## src/sv/dsort_pkg.sv

```systemverilog
// Shared constants and types for the descending key sort with tags
`timescale 1ns / 1ps
`default_nettype none
package dsort_pkg;

  localparam int MAX_ITEMS = 64;
  localparam int KEY_W     = 32;
  localparam int TAG_W     = 16;

  // One input beat
  typedef struct packed {
    logic signed [KEY_W-1:0] key_in;
    logic        [TAG_W-1:0] tag_in;
    logic                    last_in;
  } in_t;

  // One result beat
  typedef struct packed {
    logic signed [KEY_W-1:0] key_out;
    logic        [TAG_W-1:0] tag_out;
    logic                    last_out;
  } out_t;

  // Contents of one cell of the chain
  typedef struct packed {
    logic                    valid;
    logic signed [KEY_W-1:0] key;
    logic        [TAG_W-1:0] tag;
  } cell_t;

  // Chain-wide commands, at most one active per cycle
  typedef struct packed {
    logic load;
    logic drain;
  } ctl_t;

endpackage
`default_nettype wire

```

## src/sv/dsort_cell.sv

```systemverilog
// One insertion cell of the sorting chain
`timescale 1ns / 1ps
`default_nettype none
module dsort_cell (
  input  logic             clk,
  input  logic             rst,
  input  dsort_pkg::ctl_t  ctl,
  input  dsort_pkg::cell_t new_cell,
  input  dsort_pkg::cell_t prev,
  input  logic             prev_ins,
  input  dsort_pkg::cell_t next,
  output dsort_pkg::cell_t cur,
  output logic             ins
);
  import dsort_pkg::*;

  // New key lands here or above: cell empty or new key strictly larger
  assign ins = !cur.valid || ($signed(new_cell.key) > $signed(cur.key));

  // Drain: take the neighbour below; load: shift down or take the new key
  always_ff @(posedge clk) begin
    if (rst) begin
      cur.valid <= 1'b0;
    end else if (ctl.drain) begin
      cur <= next;
    end else if (ctl.load && ins) begin
      cur <= prev_ins ? prev : new_cell;
    end
  end

endmodule
`default_nettype wire

```

## config.mk

```make
export PLATFORM = sky130hd
export DESIGN_NAME = dsort_cell
export DESIGN_NICKNAME = d
export VERILOG_FILES = /design/src/sv/dsort_pkg.sv /design/src/sv/dsort_cell.sv
export SDC_FILE = /design/constraint.sdc
export NUM_CORES = 1
export LEC_CHECK = 0
export BUFFER_PORTS_ARGS = -buffer_cell sky130_fd_sc_hd__buf_2
export CAP_MARGIN = 40
export CORE_ASPECT_RATIO = 0.75
export CORE_MARGIN = 4
export CORE_UTILIZATION = 44
export CTS_CLUSTER_SIZE = 28
export DETAILED_ROUTE_END_ITERATION = 10
export MAX_ROUTING_LAYER = met4
export PLACE_DENSITY = 0.79
export SLEW_MARGIN = 10
export SYNTH_ARGS = -nofsm -noshare
export SYNTH_HDL_FRONTEND = slang
export SYNTH_SLANG_ARGS = --single-unit
```

## constraint.sdc

```tcl
create_clock -name clk -period 3.8 [get_ports clk]
set_input_delay 0.19 -clock clk [delete_from_list [all_inputs] [get_ports clk]]
set_output_delay 0.19 -clock clk [all_outputs]
set_load 0.05 [all_outputs]
```

==> results of run 1 <==
through the flow:
step,cells,worst slack (ns),instance area [sq um],power [mW],hold slack (ns)
6_report,640,0.859,4610,1.63,0.159
5_1_grt,640,0.552,4610,1.73,0.157
4_1_cts,640,0.837,4610,1.65,0.151
3_5_place_dp,632,0.872,4530,1.35,0.473
3_3_place_gp,632,1.01,4530,1.33,0.466
2_1_floorplan,344,0.533,3430,1.14,0.364
routing by layer:
metal	up-vias	wire length, um	track usage, %
met5	-	0	-
met4	0	131	3.85
met3	12	794	5.23
met2	132	4710	34.9
met1	1423	4010	24.8
li1	1636	-	-
worst max-delay path: cells and delay by family, from the launching register on:
kind	cells	cell delay, ns
flops	1	0.36
compound gates	1	0.17
fa+ha+maj	1	0.41
buf+inv	2	0.39
simple gates	5	1.33
power groups by stage:
stage | clock (mW) | sequential [mW] | combinational, mW
2_1_floorplan | 0 | 0.917 | 0.222
3_3_place_gp | 0 | 0.706 | 0.619
3_5_place_dp | 0 | 0.710 | 0.638
4_1_cts | 0.311 | 0.698 | 0.640
5_1_grt | 0.334 | 0.705 | 0.688
6_report | 0.301 | 0.697 | 0.633
final timing paths:
check | from | end | cells past startpoint
hold reg to reg | cur[48]$_SDFFE_PP0P_ | cur[48]$_SDFFE_PP0P_ | 4
setup reg to reg | cur[47]$_DFFE_PP_ | cur[37]$_DFFE_PP_ | 9
setup / recovery | cur[47]$_DFFE_PP_ | cur[37]$_DFFE_PP_ | 9
hold / removal | next[3] | cur[3]$_DFFE_PP_ | 3
layout by cell type, fill, tap and decap left out, types with 2 or more instances in the layout:
cell type / instances
buf_2: 201
inv_1: 33
a21o_1: 3
mux2i_1: 49
ha_1: 32
edfxtp_1: 48
o21ai_0: 50
clkbuf_8: 5
nor3_1: 2
a21oi_1: 14
nand2_1: 53
nand4_1: 5
clkinv_2: 2
buf_4: 2
nand3_1: 7
nor2_1: 3
nor2b_1: 4
nand4_2: 2
nor3b_1: 2
layout make-up:
cell class              instances  area, sq um  share of cell area [%]
flip-flops and latches         49         1460                    31.7
multi-input cells             245         1780                    38.5
clock buffers                   6         72.6                    1.57
clock inverters                 2         10.0                   0.217
repair buffers                204         1040                    22.6
well taps                     101          126                    2.74
inverters                      33          124                    2.69
cells by family (layout without fill, tap and decap cells):
| group | count (synthesis) | in the layout | synth area share, % |
|---|---|---|---|
| AO/OA/AOI/OAI | 77 | 77 | 12.6 |
| adder cells (fa/ha/maj) | 32 | 32 | 11.7 |
| buffers and inverters | 50 | 245 | 5.62 |
| flip-flops | 49 | 49 | 42.7 |
| multiplexers | 49 | 49 | 14.3 |
| AND/OR/NAND/NOR | 87 | 87 | 13.1 |
==> qor.tcl, run 1 <==
set qor(drc_marker_count_from_the_first_detailed_route_iteration) 90
set qor(combinational_share_of_power_pct) 38.8
set qor(finalHoldViolCount) 0
set qor(finalSetupTns_ns) 0
set qor(ff2ff_setup_slack_ns) 0.86
set qor(nets) 722
set qor(synthesis.area_sq_mm) 0.00343
set qor(wl_um) 9650
set qor(hold_buffers) 0
set qor(slew_headroom_pct) 45.7
set qor(criticalPathCategory) {reg2reg}
set qor(synth-main-ff-cell) {edfxtp_1}
set qor(power_density_mw_per_mm2) 354
set qor(finish.utilization_pct) 61.8
set qor(route.detailed.wl_per_inst_um) 15.1
set qor(worst_pin_slew_ns) 0.814
set qor(synth_top_cells_by_area) {edfxtp_1 42%, mux2i_1 14%, ha_1 12%}
set qor(worst_setup_hold_path_clk_slew_ns) 0.09
set qor(path_cells) {inv_1 > ha_1 > nand4_2 > nor4_4 > nand2_2 > and4b_1 > a22oi_1 > nand3_2 > buf_12}
set qor(grt_setup_unrepaired) {no}
set qor(areaGrowthSynthToFinish_pct) 34.6
set qor(seq_area_frac_synth_pct) 42.7
set qor(detailedRoute.firstPassIterationCount) 4
set qor(cp_max_fo) 32
set qor(number_of_buffers_created_by_cts) 5
set qor(clock_insertion_delay_worst_skew_ns) 0.30
set qor(clock_power_share_pct) 18.4
set qor(reg_top3) {cur: 49 flops}
set qor(gpl.final_weighted_congestion) 0.831
set qor(resized_gates_after_cts) 0
set qor(p_sw_share_pct) 38.4
set qor(outcome) {completed}
set qor(post_synth_most_frequent_cells) {53 x nand2_1, 50 x o21ai_0, 49 x mux2i_1, 48 x edfxtp_1, 33 x inv_1}
set qor(buffers_on_ports) 201
set qor(setup_viol) 0
set qor(yosys_warnings) 0
set qor(sequentialPowerShare_pct) 42.7
set qor(chipHeight_um) 84.4
set qor(switching_power_mw) 0.626
set qor(yosys_top_cell_by_area) {edfxtp_1}
set qor(synth.top_cell.area_share_pct) 42.1
set qor(min_period_ns) 2.94
set qor(htree_num_levels) 2
set qor(total_leakage_power_nw) 2.36
set qor(core.rowCount) 27
set qor(synth.ff_latch_count) 49
set qor(globalRouteTotalUtil_pct) 20.6
set qor(maximum_capacitance_violations) 0
set qor(viasPerCell) 5.00
set qor(min_path_type) {in2reg}
set qor(insertedDiodeCount) 0
set qor(die-width_um) 110
set qor(vias_in_the_first_global_route) 3135
set qor(syn_nets) 528
set qor(cts_tree) {done}
set qor(drive_above_1_share_pct) 40.6
set qor(timing.final.crit_share_pct) 77.4
set qor(via_count) 3203
set qor(startpoint_type) {register}
set qor(worst_setup_path_end_kind) {register}
set qor(detailedPlacementHpwl_um) 8030
set qor(post-route-drc-count) 0
set qor(skew_ns) 0.0114
set qor(cts_max_path_buffers) 2
set qor(vdd.ir_drop.worst_mv) 0.167
set qor(largest_net_degree_at_the_start_of_global_routing) 62
set qor(number_of_antenna_violations_at_the_first_check_in_global_routing) 0
set qor(asyncSetResetFlopFracSynth_pct) 0
set qor(num-fill-cells) 663
set qor(internal_power_mw) 1.00
set qor(num_io_pins) 202
set qor(clkSinkCount) 49
set qor(fmax_mhz) 340
set qor(gr-total-overflow) 0
set qor(largest_register_ff_count) 49
set qor(synth_cell_type_count) 37
set qor(post-cts-setup-buffer-count) 0
set qor(timing.final.max_slew_violations) 0
set qor(fp.dieArea_sq_mm) 0.00928
set qor(coreArea_sq_mm) 0.00747
set qor(drtAntennaViolNets) 0
set qor(synth_enable_flop_cells) 48
set qor(cp_slowest_cell) {nand3_2}
set qor(clock-root-buffer) {clkbuf_8}
set qor(synthesis.instances) 344
set qor(required_ns) 3.85
set qor(avgSynthCellArea_sq_um) 9.96
set qor(largest_register) {cur}
set qor(grt_first_pass_wirelength_um) 14700
set qor(crit_arrival_ns) 2.99
set qor(yosys.cell_count.top_type) {nand2_1}
set qor(floorplan.initialDensity_pct) 45.9
set qor(critPathMaxStageDelay_ns) 0.42
Power figures use the tool's default switching activity.
==> run 2: changes to the inputs <==
--- a/config.mk
+++ b/config.mk
@@ -9,11 +9,11 @@
 export CAP_MARGIN = 40
 export CORE_ASPECT_RATIO = 0.75
 export CORE_MARGIN = 4
-export CORE_UTILIZATION = 44
+export CORE_UTILIZATION = 40
 export CTS_CLUSTER_SIZE = 28
 export DETAILED_ROUTE_END_ITERATION = 10
 export MAX_ROUTING_LAYER = met4
-export PLACE_DENSITY = 0.79
+export PLACE_DENSITY = 0.75
 export SLEW_MARGIN = 10
 export SYNTH_ARGS = -nofsm -noshare
 export SYNTH_HDL_FRONTEND = slang
==> constraint.sdc (replaced) <==
create_clock -name clk -period 2.4 [get_ports clk]
set_input_delay 0.12 -clock clk [delete_from_list [all_inputs] [get_ports clk]]
set_output_delay 0.12 -clock clk [all_outputs]
set_load 0.05 [all_outputs]
==> qor.tcl, run 2 (synthesized netlist as in run 1, its figures left out) <==
set qor(outcome) {completed}
set qor(buffers_inverters_on_critical_path) 2 ;# unchanged
set qor(gpl.final_weighted_congestion) 0.816 ;# -1.9%
set qor(finalSetupTns_ns) 0 ;# unchanged
set qor(min_period_ns) 2.37
set qor(skew_ns) 0.00264 ;# -0.00880 ns
set qor(criticalPathCategory) {reg2out}
set qor(number_of_buffers_created_by_cts) 5 ;# unchanged
set qor(fp.dieArea_sq_mm) 0.0101 ;# +9.1%
set qor(total_leakage_power_nw) 2.46 ;# +3.9%
set qor(drtAntennaViolNets) 0 ;# unchanged
set qor(crit_arrival_ns) 2.25 ;# -0.74 ns
set qor(globalRouteTotalUtil_pct) 19.7 ;# -0.89 points
set qor(areaGrowthSynthToFinish_pct) 46.3
set qor(clock_insertion_delay_worst_skew_ns) 0.28 ;# -0.02 ns
set qor(floorplan.initialDensity_pct) 42.1 ;# -3.7 points
set qor(chipHeight_um) 88.1 ;# +4.4%
set qor(grt_first_pass_wirelength_um) 15200 ;# +3.4%
set qor(viasPerCell) 4.97 ;# -0.67%
set qor(number_of_antenna_violations_at_the_first_check_in_global_routing) 0 ;# unchanged
set qor(worst_pin_slew_ns) 0.509 ;# -0.305 ns
set qor(startpoint_type) {register}
set qor(route.detailed.wl_per_inst_um) 15.2 ;# +1.0%
set qor(most_frequent_cells_in_the_layout) {200 x buf_2, 53 x nand2_1, 49 x mux2i_1, 49 x o21ai_0, 48 x edfxtp_1}
set qor(timing.final.max_slew_violations) 0 ;# unchanged
set qor(finalHoldViolCount) 0 ;# unchanged
set qor(insertedDiodeCount) 0 ;# unchanged
set qor(largest_register) {cur}
set qor(finalHoldWorstSlack_ns) 0.116 ;# -0.0438 ns
set qor(wl_um) 9990 ;# +3.5%
set qor(timing.final.crit_share_pct) 98.8
set qor(fmax_mhz) 422
set qor(critPathMaxStageDelay_ns) 0.40 ;# -0.02 ns
set qor(drc_marker_count_from_the_first_detailed_route_iteration) 90 ;# unchanged
set qor(cts_max_path_buffers) 2 ;# unchanged
set qor(min_path_type) {in2reg}
set qor(setup_viol) 0 ;# unchanged
set qor(htree_num_levels) 2 ;# unchanged
set qor(largest_net_degree_at_the_start_of_global_routing) 43 ;# -31%
set qor(required_ns) 2.28 ;# -1.57 ns
set qor(post-route-drc-count) 0 ;# unchanged
set qor(num_io_pins) 202 ;# unchanged
set qor(coreArea_sq_mm) 0.00813 ;# +8.9%
set qor(cp_max_fo) 3 ;# -91%
set qor(slew_headroom_pct) 66.1 ;# +20 points
set qor(final_common_cell) {buf_2}
set qor(via_count) 3261 ;# +1.8%
set qor(largest_register_ff_count) 49 ;# unchanged
set qor(detailedPlacementHpwl_um) 8240 ;# +2.5%
set qor(detailedRoute.firstPassIterationCount) 4 ;# unchanged
set qor(critical_path.top_delay_family) {compound AO/OA/AOI/OAI gates}
set qor(worst_setup_hold_path_clk_slew_ns) 0.06 ;# -0.03 ns
set qor(vdd.ir_drop.worst_mv) 0.309 ;# +85%
set qor(maximum_capacitance_violations) 0 ;# unchanged
set qor(reg_top3) {cur: 49 flops}
set qor(clkSinkCount) 49 ;# unchanged
set qor(grt_setup_unrepaired) {yes}
set qor(nets) 734 ;# +1.7%
set qor(clock-root-buffer) {clkbuf_16}
set qor(die-width_um) 115 ;# +4.5%
set qor(buffers_on_ports) 201 ;# unchanged
set qor(gr-total-overflow) 0 ;# unchanged
set qor(core.rowCount) 28 ;# +3.7%
set qor(path_cells) {inv_1 > ha_1 > nand4_1 > nor2_1 > a221o_1 > o31a_1 > nand3_2 > o2111ai_2 > buf_6}
set qor(worst_setup_path_end_kind) {output pin}
set qor(cp_slowest_cell) {edfxtp_1}
set qor(power_density_mw_per_mm2) 580 ;# +64%
set qor(drive_above_1_share_pct) 46.1 ;# +5.5 points
set qor(cts_tree) {done}
set qor(vias_in_the_first_global_route) 3202 ;# +2.1%
run 2: cell types whose count changed in the layout (fill, tap and decap cells not counted), moves of 2 or more:
cell       change
buf_4         +11
ha_1          -11
ha_4          +11
clkbuf_16      +5
clkbuf_8       -5
inv_1          -5
inv_2          +5
a21oi_1        -4
a21oi_2        +3
clkbuf_1       +2
clkinv_2       -2
nand4_2        -2
nand4_4        +2
run 2: layout make-up:
cell class / count / area (sq um)
well taps: 105 / 131
multi-input cells: 245 / 2010
flip-flops and latches: 49 / 1460
inverters: 33 / 124
repair buffers: 216 / 1150
clock buffers: 8 / 136
fillers: 690 / 3120
run 2: final timing paths:
kind / startpoint / endpoint / slack (ns) / depth (start not counted)
setup / recovery: cur[25]$_DFFE_PP_ / ins / 0.03 / 9
hold / removal: next[37] / cur[37]$_DFFE_PP_ / 0.12 / 3
setup reg to reg: cur[25]$_DFFE_PP_ / cur[13]$_DFFE_PP_ / 0.03 / 9
hold reg to reg: cur[48]$_SDFFE_PP0P_ / cur[48]$_SDFFE_PP0P_ / 0.77 / 4
run 2: routing by layer:
metal  global-route usage (%)  routed length [um]  up-vias
met5                        -                   0        -
met4                     4.26                  80        0
met3                     4.42                 768        7
met2                     33.6                4860      124
met1                     24.0                4270     1470
li1                         -                   -     1660
run 2: repair_timing:
action / in CTS / in global routing
gates resized for setup: 14 / 10
endpoints found under the setup margin: 31 / 49
pin swaps: 8 / 9
buffers inserted: 1 / 6
hold buffers: 0 / 0
run 2: per-stage QoR:
step           util (%)  worst slack (ns)  instances  power (mW)  area (sq um)
3_3_place_gp       57.3             0.105        641        2.15          4660
5_1_grt            61.7            -0.112        656        3.07          5010
3_5_place_dp       57.3          -0.00745        641        2.18          4660
6_report           61.7            0.0291        656        2.91          5010
2_1_floorplan         -            -0.405        344        1.82          3500
4_1_cts            59.9          -0.00453        650        2.89          4870
run 2: worst min-delay path: stages:
cell and delay, ns:
buf_2 0.07, nand2_1 0.04, o21ai_0 0.06
run 2: report_power, final:
part / switching [mW] / internal, mW
clock network: 0.283 / 0.388
logic: 0.729 / 0.401
registers: 0.0404 / 1.07
total: 1.05 / 1.86
